[src/rtl/spmq_pkg.sv]
// Package with constants, types and helper functions of the priority queue.
`timescale 1ns / 1ps
`default_nettype none
package spmq_pkg;
  localparam int LEVELS = 4;
  localparam int DEPTH = 16;
  localparam int LVL_W = (LEVELS > 1) ? $clog2(LEVELS) : 1;
  localparam int IDX_W = (DEPTH > 1) ? $clog2(DEPTH) : 1;
  localparam int FILL_W = $clog2(DEPTH + 1);
  localparam int ADDR_W = $clog2(LEVELS * DEPTH);
  localparam int TOT_W = $clog2(LEVELS * DEPTH + 1);
  localparam int AHEAD_W = TOT_W;

  localparam logic [2:0] OP_PUSH = 3'd0;
  localparam logic [2:0] OP_POP = 3'd1;
  localparam logic [2:0] OP_PEEK = 3'd2;
  localparam logic [2:0] OP_COUNT = 3'd3;
  localparam logic [2:0] OP_POS = 3'd4;

  typedef struct packed {
    logic [2:0]  op;
    logic [3:0]  level;
    logic [15:0] flight_id;
  } req_t;

  typedef struct packed {
    logic        ok;
    logic [15:0] out_id;
    logic [3:0]  out_level;
    logic [6:0]  total_count;
    logic [4:0]  level_count;
    logic [5:0]  position;
  } rsp_t;

  // Request after classification by the front part.
  typedef struct packed {
    logic [2:0]  op;
    logic        lvl_ok;
    logic [LVL_W-1:0] q;
    logic [15:0] flight_id;
  } cmd_t;

  function automatic logic [6:0] sat_total(input logic [TOT_W-1:0] v);
    logic [TOT_W+7:0] w;
    begin
      w = {8'd0, v};
      sat_total = (w > (TOT_W+8)'(127)) ? 7'd127 : w[6:0];
    end
  endfunction

  function automatic logic [5:0] sat_pos(input logic [AHEAD_W-1:0] v);
    logic [AHEAD_W+7:0] w;
    begin
      w = {8'd0, v};
      sat_pos = (w > (AHEAD_W+8)'(63)) ? 6'd63 : w[5:0];
    end
  endfunction
endpackage
`default_nettype wire

[src/rtl/spmq_ram.sv]
// Generic single-port-write, one-read RAM with registered read data.
`timescale 1ns / 1ps
`default_nettype none
module spmq_ram #(
  parameter int WIDTH = 16,
  parameter int DEPTH_W = 64
) (
  input  wire logic                       clk,
  input  wire logic                       we,
  input  wire logic [$clog2(DEPTH_W)-1:0] waddr,
  input  wire logic [WIDTH-1:0]           wdata,
  input  wire logic [$clog2(DEPTH_W)-1:0] raddr,
  output logic      [WIDTH-1:0]           rdata
);
  logic [WIDTH-1:0] mem [DEPTH_W];
  always_ff @(posedge clk) begin
    if (we) mem[waddr] <= wdata;
    rdata <= mem[raddr];
  end
endmodule
`default_nettype wire

[src/rtl/spmq_front.sv]
// Front part: takes requests, classifies the level and queues commands.
`timescale 1ns / 1ps
`default_nettype none
module spmq_front (
  input  wire logic            clk,
  input  wire logic            rst,
  input  wire logic            start,
  input  wire spmq_pkg::req_t  req,
  output logic                 busy,
  output logic                 cmd_valid,
  output spmq_pkg::cmd_t       cmd,
  input  wire logic            cmd_take,
  input  wire logic            back_idle
);
  import spmq_pkg::*;
  // Two-entry command queue.
  cmd_t q0, q1;
  logic [1:0] cnt;
  cmd_t c_in;
  logic acc;

  always_comb begin
    c_in.op = req.op;
    c_in.flight_id = req.flight_id;
    c_in.lvl_ok = (req.level >= 4'd1) && ({28'd0, req.level} <= LEVELS);
    c_in.q = LVL_W'(req.level - 4'd1);
  end

  // One request at a time in flight: the back part's state update must finish.
  assign busy = (cnt != 2'd0) || !back_idle;
  assign acc = start && !busy;
  assign cmd_valid = (cnt != 2'd0);
  assign cmd = q0;

  always_ff @(posedge clk) begin
    if (rst) begin
      cnt <= 2'd0;
    end else begin
      if (acc && !(cmd_take && cnt != 2'd0)) cnt <= cnt + 2'd1;
      else if (!acc && cmd_take && cnt != 2'd0) cnt <= cnt - 2'd1;
    end
    if (cmd_take && cnt != 2'd0) begin
      q0 <= (cnt == 2'd2) ? q1 : c_in;
      if (acc && cnt == 2'd2) q1 <= c_in;
    end else if (acc) begin
      if (cnt == 2'd0) q0 <= c_in;
      else q1 <= c_in;
    end
  end
endmodule
`default_nettype wire

[src/rtl/spmq_back.sv]
// Back part: executes commands against the level FIFOs held in one RAM.
`timescale 1ns / 1ps
`default_nettype none
module spmq_back (
  input  wire logic            clk,
  input  wire logic            rst,
  input  wire logic            cmd_valid,
  input  wire spmq_pkg::cmd_t  cmd,
  output logic                 cmd_take,
  output logic                 idle,
  output logic                 done,
  output spmq_pkg::rsp_t       result
);
  import spmq_pkg::*;

  localparam logic [1:0] S_IDLE = 2'd0;
  localparam logic [1:0] S_READ = 2'd1;
  localparam logic [1:0] S_SCAN = 2'd2;

  logic [1:0] state;
  logic [IDX_W-1:0]  head [LEVELS];
  logic [IDX_W-1:0]  tail [LEVELS];
  logic [FILL_W-1:0] fill [LEVELS];
  cmd_t cur;

  logic [LVL_W-1:0]   sq;
  logic [FILL_W-1:0]  sk;
  logic [IDX_W-1:0]   sidx;
  logic [AHEAD_W-1:0] ahead;
  logic               rd_pend;

  logic we;
  logic [ADDR_W-1:0] waddr, raddr;
  logic [15:0] rdata;

  rsp_t result_next;
  logic done_next;

  spmq_ram #(.WIDTH(16), .DEPTH_W(LEVELS * DEPTH)) u_ram (
    .clk(clk), .we(we), .waddr(waddr), .wdata(cmd.flight_id),
    .raddr(raddr), .rdata(rdata)
  );

  logic [TOT_W-1:0] total;
  logic             any;
  logic [LVL_W-1:0] first;
  always_comb begin
    total = '0;
    any = 1'b0;
    first = '0;
    for (int i = LEVELS - 1; i >= 0; i--) begin
      total = total + TOT_W'(fill[i]);
      if (fill[i] != '0) begin
        any = 1'b1;
        first = LVL_W'(i);
      end
    end
  end

  function automatic logic [ADDR_W-1:0] addr_of(input logic [LVL_W-1:0] l,
                                                input logic [IDX_W-1:0] i);
    addr_of = ADDR_W'(l * DEPTH + i);
  endfunction

  function automatic logic [IDX_W-1:0] nxt(input logic [IDX_W-1:0] i);
    nxt = ({1'b0, i} + 1 >= DEPTH) ? '0 : IDX_W'(i + 1'b1);
  endfunction

  assign cmd_take = (state == S_IDLE) && cmd_valid;
  assign idle = (state == S_IDLE) && !cmd_valid;
  assign we = cmd_take && cmd.op == OP_PUSH && cmd.lvl_ok && fill[cmd.q] < FILL_W'(DEPTH);
  assign waddr = addr_of(cmd.q, tail[cmd.q]);

  always_comb begin
    if (state == S_SCAN) raddr = addr_of(sq, sidx);
    else raddr = addr_of(first, head[first]);
  end

  logic hit_now;
  assign hit_now = rd_pend && rdata == cur.flight_id;

  logic last_level;
  assign last_level = ({1'b0, sq} == (LVL_W+1)'(LEVELS - 1));

  // Result fields and the strobe for the cycle after this edge.
  always_comb begin
    result_next = result;
    done_next = 1'b0;
    unique case (state)
      S_IDLE: begin
        result_next = '0;
        case (cmd.op)
          OP_PUSH: begin
            result_next.ok = we;
            result_next.total_count = sat_total(total + TOT_W'(we));
            done_next = cmd_valid;
          end
          OP_POP, OP_PEEK: begin
            result_next.total_count = sat_total(total);
            done_next = cmd_valid && !any;
          end
          OP_COUNT: begin
            result_next.ok = cmd.lvl_ok;
            result_next.level_count = cmd.lvl_ok ? 5'(fill[cmd.q]) : 5'd0;
            result_next.total_count = sat_total(total);
            done_next = cmd_valid;
          end
          OP_POS: begin
            done_next = 1'b0;
          end
          default: begin
            result_next.total_count = sat_total(total);
            done_next = cmd_valid;
          end
        endcase
      end
      S_READ: begin
        result_next.ok = 1'b1;
        result_next.out_id = rdata;
        result_next.out_level = 4'(first) + 4'd1;
        if (cur.op == OP_POP) result_next.total_count = sat_total(total - 1'b1);
        else result_next.total_count = sat_total(total);
        done_next = 1'b1;
      end
      S_SCAN: begin
        if (hit_now) begin
          result_next.ok = 1'b1;
          result_next.total_count = sat_total(total);
          done_next = 1'b1;
        end else if (sk < fill[sq]) begin
          result_next.position = sat_pos(ahead + AHEAD_W'(sk));
        end else if (last_level) begin
          result_next.position = '0;
          result_next.total_count = sat_total(total);
          done_next = 1'b1;
        end
      end
      default: begin
        done_next = 1'b0;
      end
    endcase
  end

  always_ff @(posedge clk) begin
    if (rst) begin
      state <= S_IDLE;
      done <= 1'b0;
      rd_pend <= 1'b0;
      for (int i = 0; i < LEVELS; i++) begin
        head[i] <= '0;
        tail[i] <= '0;
        fill[i] <= '0;
      end
    end else begin
      done <= done_next;
      result <= result_next;
      unique case (state)
        S_IDLE: begin
          if (cmd_valid) begin
            cur <= cmd;
            case (cmd.op)
              OP_PUSH: begin
                if (we) begin
                  tail[cmd.q] <= nxt(tail[cmd.q]);
                  fill[cmd.q] <= fill[cmd.q] + 1'b1;
                end
              end
              OP_POP, OP_PEEK: begin
                if (any) state <= S_READ;
              end
              OP_POS: begin
                sq <= '0;
                sk <= '0;
                sidx <= head[0];
                ahead <= '0;
                rd_pend <= 1'b0;
                state <= S_SCAN;
              end
              default: ;
            endcase
          end
        end
        S_READ: begin
          if (cur.op == OP_POP) begin
            head[first] <= nxt(head[first]);
            fill[first] <= fill[first] - 1'b1;
          end
          state <= S_IDLE;
        end
        S_SCAN: begin
          // One stored entry read per cycle; the compare sees the previous read.
          if (hit_now) begin
            rd_pend <= 1'b0;
            state <= S_IDLE;
          end else if (sk < fill[sq]) begin
            rd_pend <= 1'b1;
            sk <= sk + 1'b1;
            sidx <= nxt(sidx);
          end else if (last_level) begin
            rd_pend <= 1'b0;
            state <= S_IDLE;
          end else begin
            rd_pend <= 1'b0;
            ahead <= ahead + AHEAD_W'(fill[sq]);
            sq <= sq + 1'b1;
            sk <= '0;
            sidx <= head[LVL_W'(sq + 1'b1)];
          end
        end
        default: state <= S_IDLE;
      endcase
    end
  end
endmodule
`default_nettype wire

[src/rtl/strict_priority_multilevel_queue.sv]
// Top level of the strict-priority multilevel queue.
// A request is taken when start is high and busy is low; its result appears for one
// cycle with done high and cannot be held off. Push, count, unused codes and a pop or
// peek on an empty queue are answered without a RAM read; a pop or peek that serves an
// entry also waits for one registered RAM read. A position query walks the stored
// entries one per cycle, most urgent level first, with an extra step for each level it
// passes. One request is in work at a time; busy drops in the cycle its result is
// presented.
`timescale 1ns / 1ps
`default_nettype none
module strict_priority_multilevel_queue (
  input  wire logic           clk,
  input  wire logic           rst,
  input  wire logic           start,
  input  wire spmq_pkg::req_t req,
  output logic                busy,
  output logic                done,
  output spmq_pkg::rsp_t      result
);
  import spmq_pkg::*;
  logic cmd_valid, cmd_take, back_idle;
  cmd_t cmd;

  spmq_front u_front (
    .clk(clk), .rst(rst), .start(start), .req(req), .busy(busy),
    .cmd_valid(cmd_valid), .cmd(cmd), .cmd_take(cmd_take), .back_idle(back_idle)
  );

  spmq_back u_back (
    .clk(clk), .rst(rst), .cmd_valid(cmd_valid), .cmd(cmd), .cmd_take(cmd_take),
    .idle(back_idle), .done(done), .result(result)
  );
endmodule
`default_nettype wire

[config.mk]
export PLATFORM = sky130hd
export DESIGN_NAME = strict_priority_multilevel_queue
export DESIGN_NICKNAME = d
export VERILOG_FILES = /design/src/rtl/spmq_pkg.sv /design/src/rtl/spmq_ram.sv /design/src/rtl/spmq_front.sv /design/src/rtl/spmq_back.sv /design/src/rtl/strict_priority_multilevel_queue.sv
export SDC_FILE = /design/constraint.sdc
export NUM_CORES = 2
export LEC_CHECK = 0
export BUFFER_PORTS_ARGS = -buffer_cell sky130_fd_sc_hd__buf_4
export CORE_MARGIN = 2
export CORE_UTILIZATION = 44
export CTS_CLUSTER_DIAMETER = 150
export CTS_CLUSTER_SIZE = 25
export DETAILED_ROUTE_END_ITERATION = 8
export PLACE_DENSITY_LB_ADDON = 0.1
export SETUP_SLACK_MARGIN = 0.15
export SYNTH_ARGS = -nofsm -noshare
export SYNTH_HDL_FRONTEND = slang
export SYNTH_SLANG_ARGS = --single-unit
[constraint.sdc]
create_clock -name clk -period 4.7 [get_ports clk]
set_input_delay 0.235 -clock clk [delete_from_list [all_inputs] [get_ports clk]]
set_output_delay 0.235 -clock clk [all_outputs]
set_load 0.03 [all_outputs]
==> metrics <==
outcome finished, final reports clean; Mapped Cells 3348; vias post-DR 31051; Placer Congestion 0.8684; flop2flop setup slack 0.27 ns; Syn. warnings 0; most frequent cells in the layout edfxtp_1 (1195), and3_1 (265), a2111oi_0 (261), buf_4 (258), nand2_1 (184); Cell Area, Synth 51180 um2; Worst slew margin 15.36%; Post-synth EDFFs 1195; clk_skew 0.02682 ns; Final Hold Viols 0; Final Setup Violations 0; CP Launch Type register; Max VDD drop 0.0003121 V; DR iter-0 viols 3555; clk_lat worst skew 0.72 ns; core area 115700 um2; initial antenna violation count 7; vias in the first global route 30044; Post-synth ARST share 0%; routed vias/inst 6.146; top post-synthesis cells by area edfxtp_1 (70%), a2111oi_0 (4.5%), and3_1 (3.2%); full die area 119100 um2; layout overhead on the synthesized area 9.638%; global-route wire length before repair 212500 um; RSZ-0062 raised after global routing yes; capturing element type of the critical path register; Slew @ Worst Pin 1.270 ns; Pins Over Slew Limit 0; Post-route DRC 0; Mapped Avg Cell Area 15.29 um2; largest net degree at the start of global routing 83; dpl hpwl 89580 um; Longest Clk Path Bufs 3; IO Pins 67; final net count 3557; top cell type's share of synthesized area 70.12%; crit share post-route 94.15%; pwr dens 383.1 nW/um2; Critical Path AT 4.94 ns; top_reg_cell synth edfxtp_1; Req. time, crit path 5.21 ns; Fmax achieved 226.0 MHz; Die W 345.0 um; max-cap violations 0; crit path time final 4.425 ns; buffers added on ports 65; Lkg Pwr 0.01916 uW; CTS tree yes; Avg WL per Cell 29.14 um; Die Y 345.0 um; FF+latch count, synth 1221; setup TNS 0 ns; Sink Count 1221; CTS H-tree lvls 2; Final ANT Viol Nets 0; crit path max fanout 68; overall routing resource usage 24.15%; Hold WS 0.1032 ns; CTS root buf clkbuf_16; router iterations before antenna repair 5; Initial Util 44.22%; WS Path Type register to register; post-route cell area 56110 um2; Site Rows 125; Routed Wire Length 147200 um; layout cells sized above 1 12.03%; GR Overflow Total 0; Seq/Total Area, Yosys 71.13%; CTS buffer count 54; clock-pin slew on the worst setup and hold paths 0.12 ns; HP Class input pin to register; placed inst area 54240 um2; largest area contributor in the synthesized netlist edfxtp_1; Unique masters post-synth 77; most common cell after layout, fill and taps aside edfxtp_1
## logic make-up (layout without fill, tap and decap cells)
logic type               count (synthesis)  after routing  share of synthesized area, %
buffers and inverters                  343            498                         3.322
adder cells (fa/ha/maj)                 52             52                         1.403
other                                    1             26                      0.007327
AO/OA/AOI/OAI                          681            681                         10.47
AND/OR/NAND/NOR                        788            788                         8.083
multiplexers                           216            216                         4.792
flip-flops                            1221           1221                         71.13
XOR/XNOR                                46             46                        0.7872
## cells in the mapped netlist, drive strengths merged, types with 12 or more instances
master   number
nand3        44
nor2        147
xnor2        30
a311oi       14
and3        265
mux2         39
nand2       187
ha           43
edfxtp     1195
buf         126
a21o         12
mux4         18
a31oi        55
and2         37
xor2         16
mux2i       159
nand4        24
dfxtp        26
a211oi       39
a221oi       51
clkbuf      125
nand2b       22
a2111oi     274
o2111ai      36
a21oi        53
a22oi        53
o21ai        41
inv          92
a32oi        13
nor3         14
nor2b        22
## final timing paths
check / startpoint / endpoint / depth (start not counted)
setup reg to reg: u_back.fill[3][1]$_DFFE_PP_ / u_back.u_ram.rdata[6]$_DFF_P_ / 11
hold / removal: req[17] / u_front.q1[17]$_DFFE_PP_ / 4
setup / recovery: u_back.fill[3][1]$_DFFE_PP_ / u_back.u_ram.rdata[6]$_DFF_P_ / 11
hold reg to reg: u_front.cnt[1]$_SDFFE_PP0P_ / u_front.cnt[1]$_SDFFE_PP0P_ / 1
## layer usage
layer | share of wire, % | GRT usage [%] | vias to the layer above
met5 | 0.018 | 0 | -
met4 | 2.5 | 6.409 | 4
met3 | 8.4 | 5.176 | 163
met2 | 46 | 38.04 | 1260
met1 | 43 | 34.10 | 16001
li1 | - | - | 13623
## layout make-up
| cell class | count | area [um2] |
|---|---|---|
| Antenna cell | 3 | 7.507 |
| Clock buffer | 99 | 1541 |
| Clock inverter | 3 | 58.81 |
| Fill cell | 9875 | 59630 |
| Inverter | 92 | 345.3 |
| Multi-Input combinational cell | 1806 | 13240 |
| Sequential cell | 1221 | 36400 |
| Tap cell | 1524 | 1907 |
| Timing Repair Buffer | 304 | 2608 |
## report_power, final
group,switching [uW],internal (uW)
Clock,3380,2310
Sequential,199,12500
Combinational,2200,913
## metrics by stage
stage | instances | utilization (%) | total power, uW | setup WS [ns]
6_report | 5052 | 48.48 | 21500 | 0.2749
3_5_place_dp | 4922 | 46.87 | 16010 | 0.1957
3_3_place_gp | 4922 | 46.87 | 15960 | 0.2923
4_1_cts | 5049 | 48.47 | 21610 | 0.2362
5_1_grt | 5049 | 48.47 | 22200 | 0.09200
2_1_floorplan | 3370 | - | 14600 | 0.8295
## worst max-delay path, cell delays in order, from the launching register on
cell and delay (ns):
edfxtp_1 0.53, nor4_4 0.45, and4_1 0.30, a21oi_1 0.13, o22a_4 0.29, mux2_8 0.54, buf_4 0.33, a2111oi_0 0.49
a2111oi_0 0.18, buf_4 0.20, a32oi_1 0.43, nand4_1 0.31
## timing repair
action | in CTS | in global routing
resized for setup | 1 | 2
setup endpoints to repair | 1 | 4
buffers inserted | 0 | 0
pin swaps | 0 | 0
hold buffers | 25 | 0
hold endpoints to repair | 46 | 0
## registers in the layout (all words and copies together), names as in the netlist, 2 cells and up, named ones only
signal and cells:
u_back.u_ram.mem 1024, u_back.result 38, u_front.cmd 22, u_front.q1 22, u_back.fill 20, u_back.cur 19, u_back.head 16, u_back.tail 16
u_back.u_ram.rdata 16, u_back.ahead 7, u_back.sk 5, u_back.sidx 4, u_back.sq 2, u_back.state 2, u_front.cnt 2
Note: power is estimated with default switching activity, not from simulation.
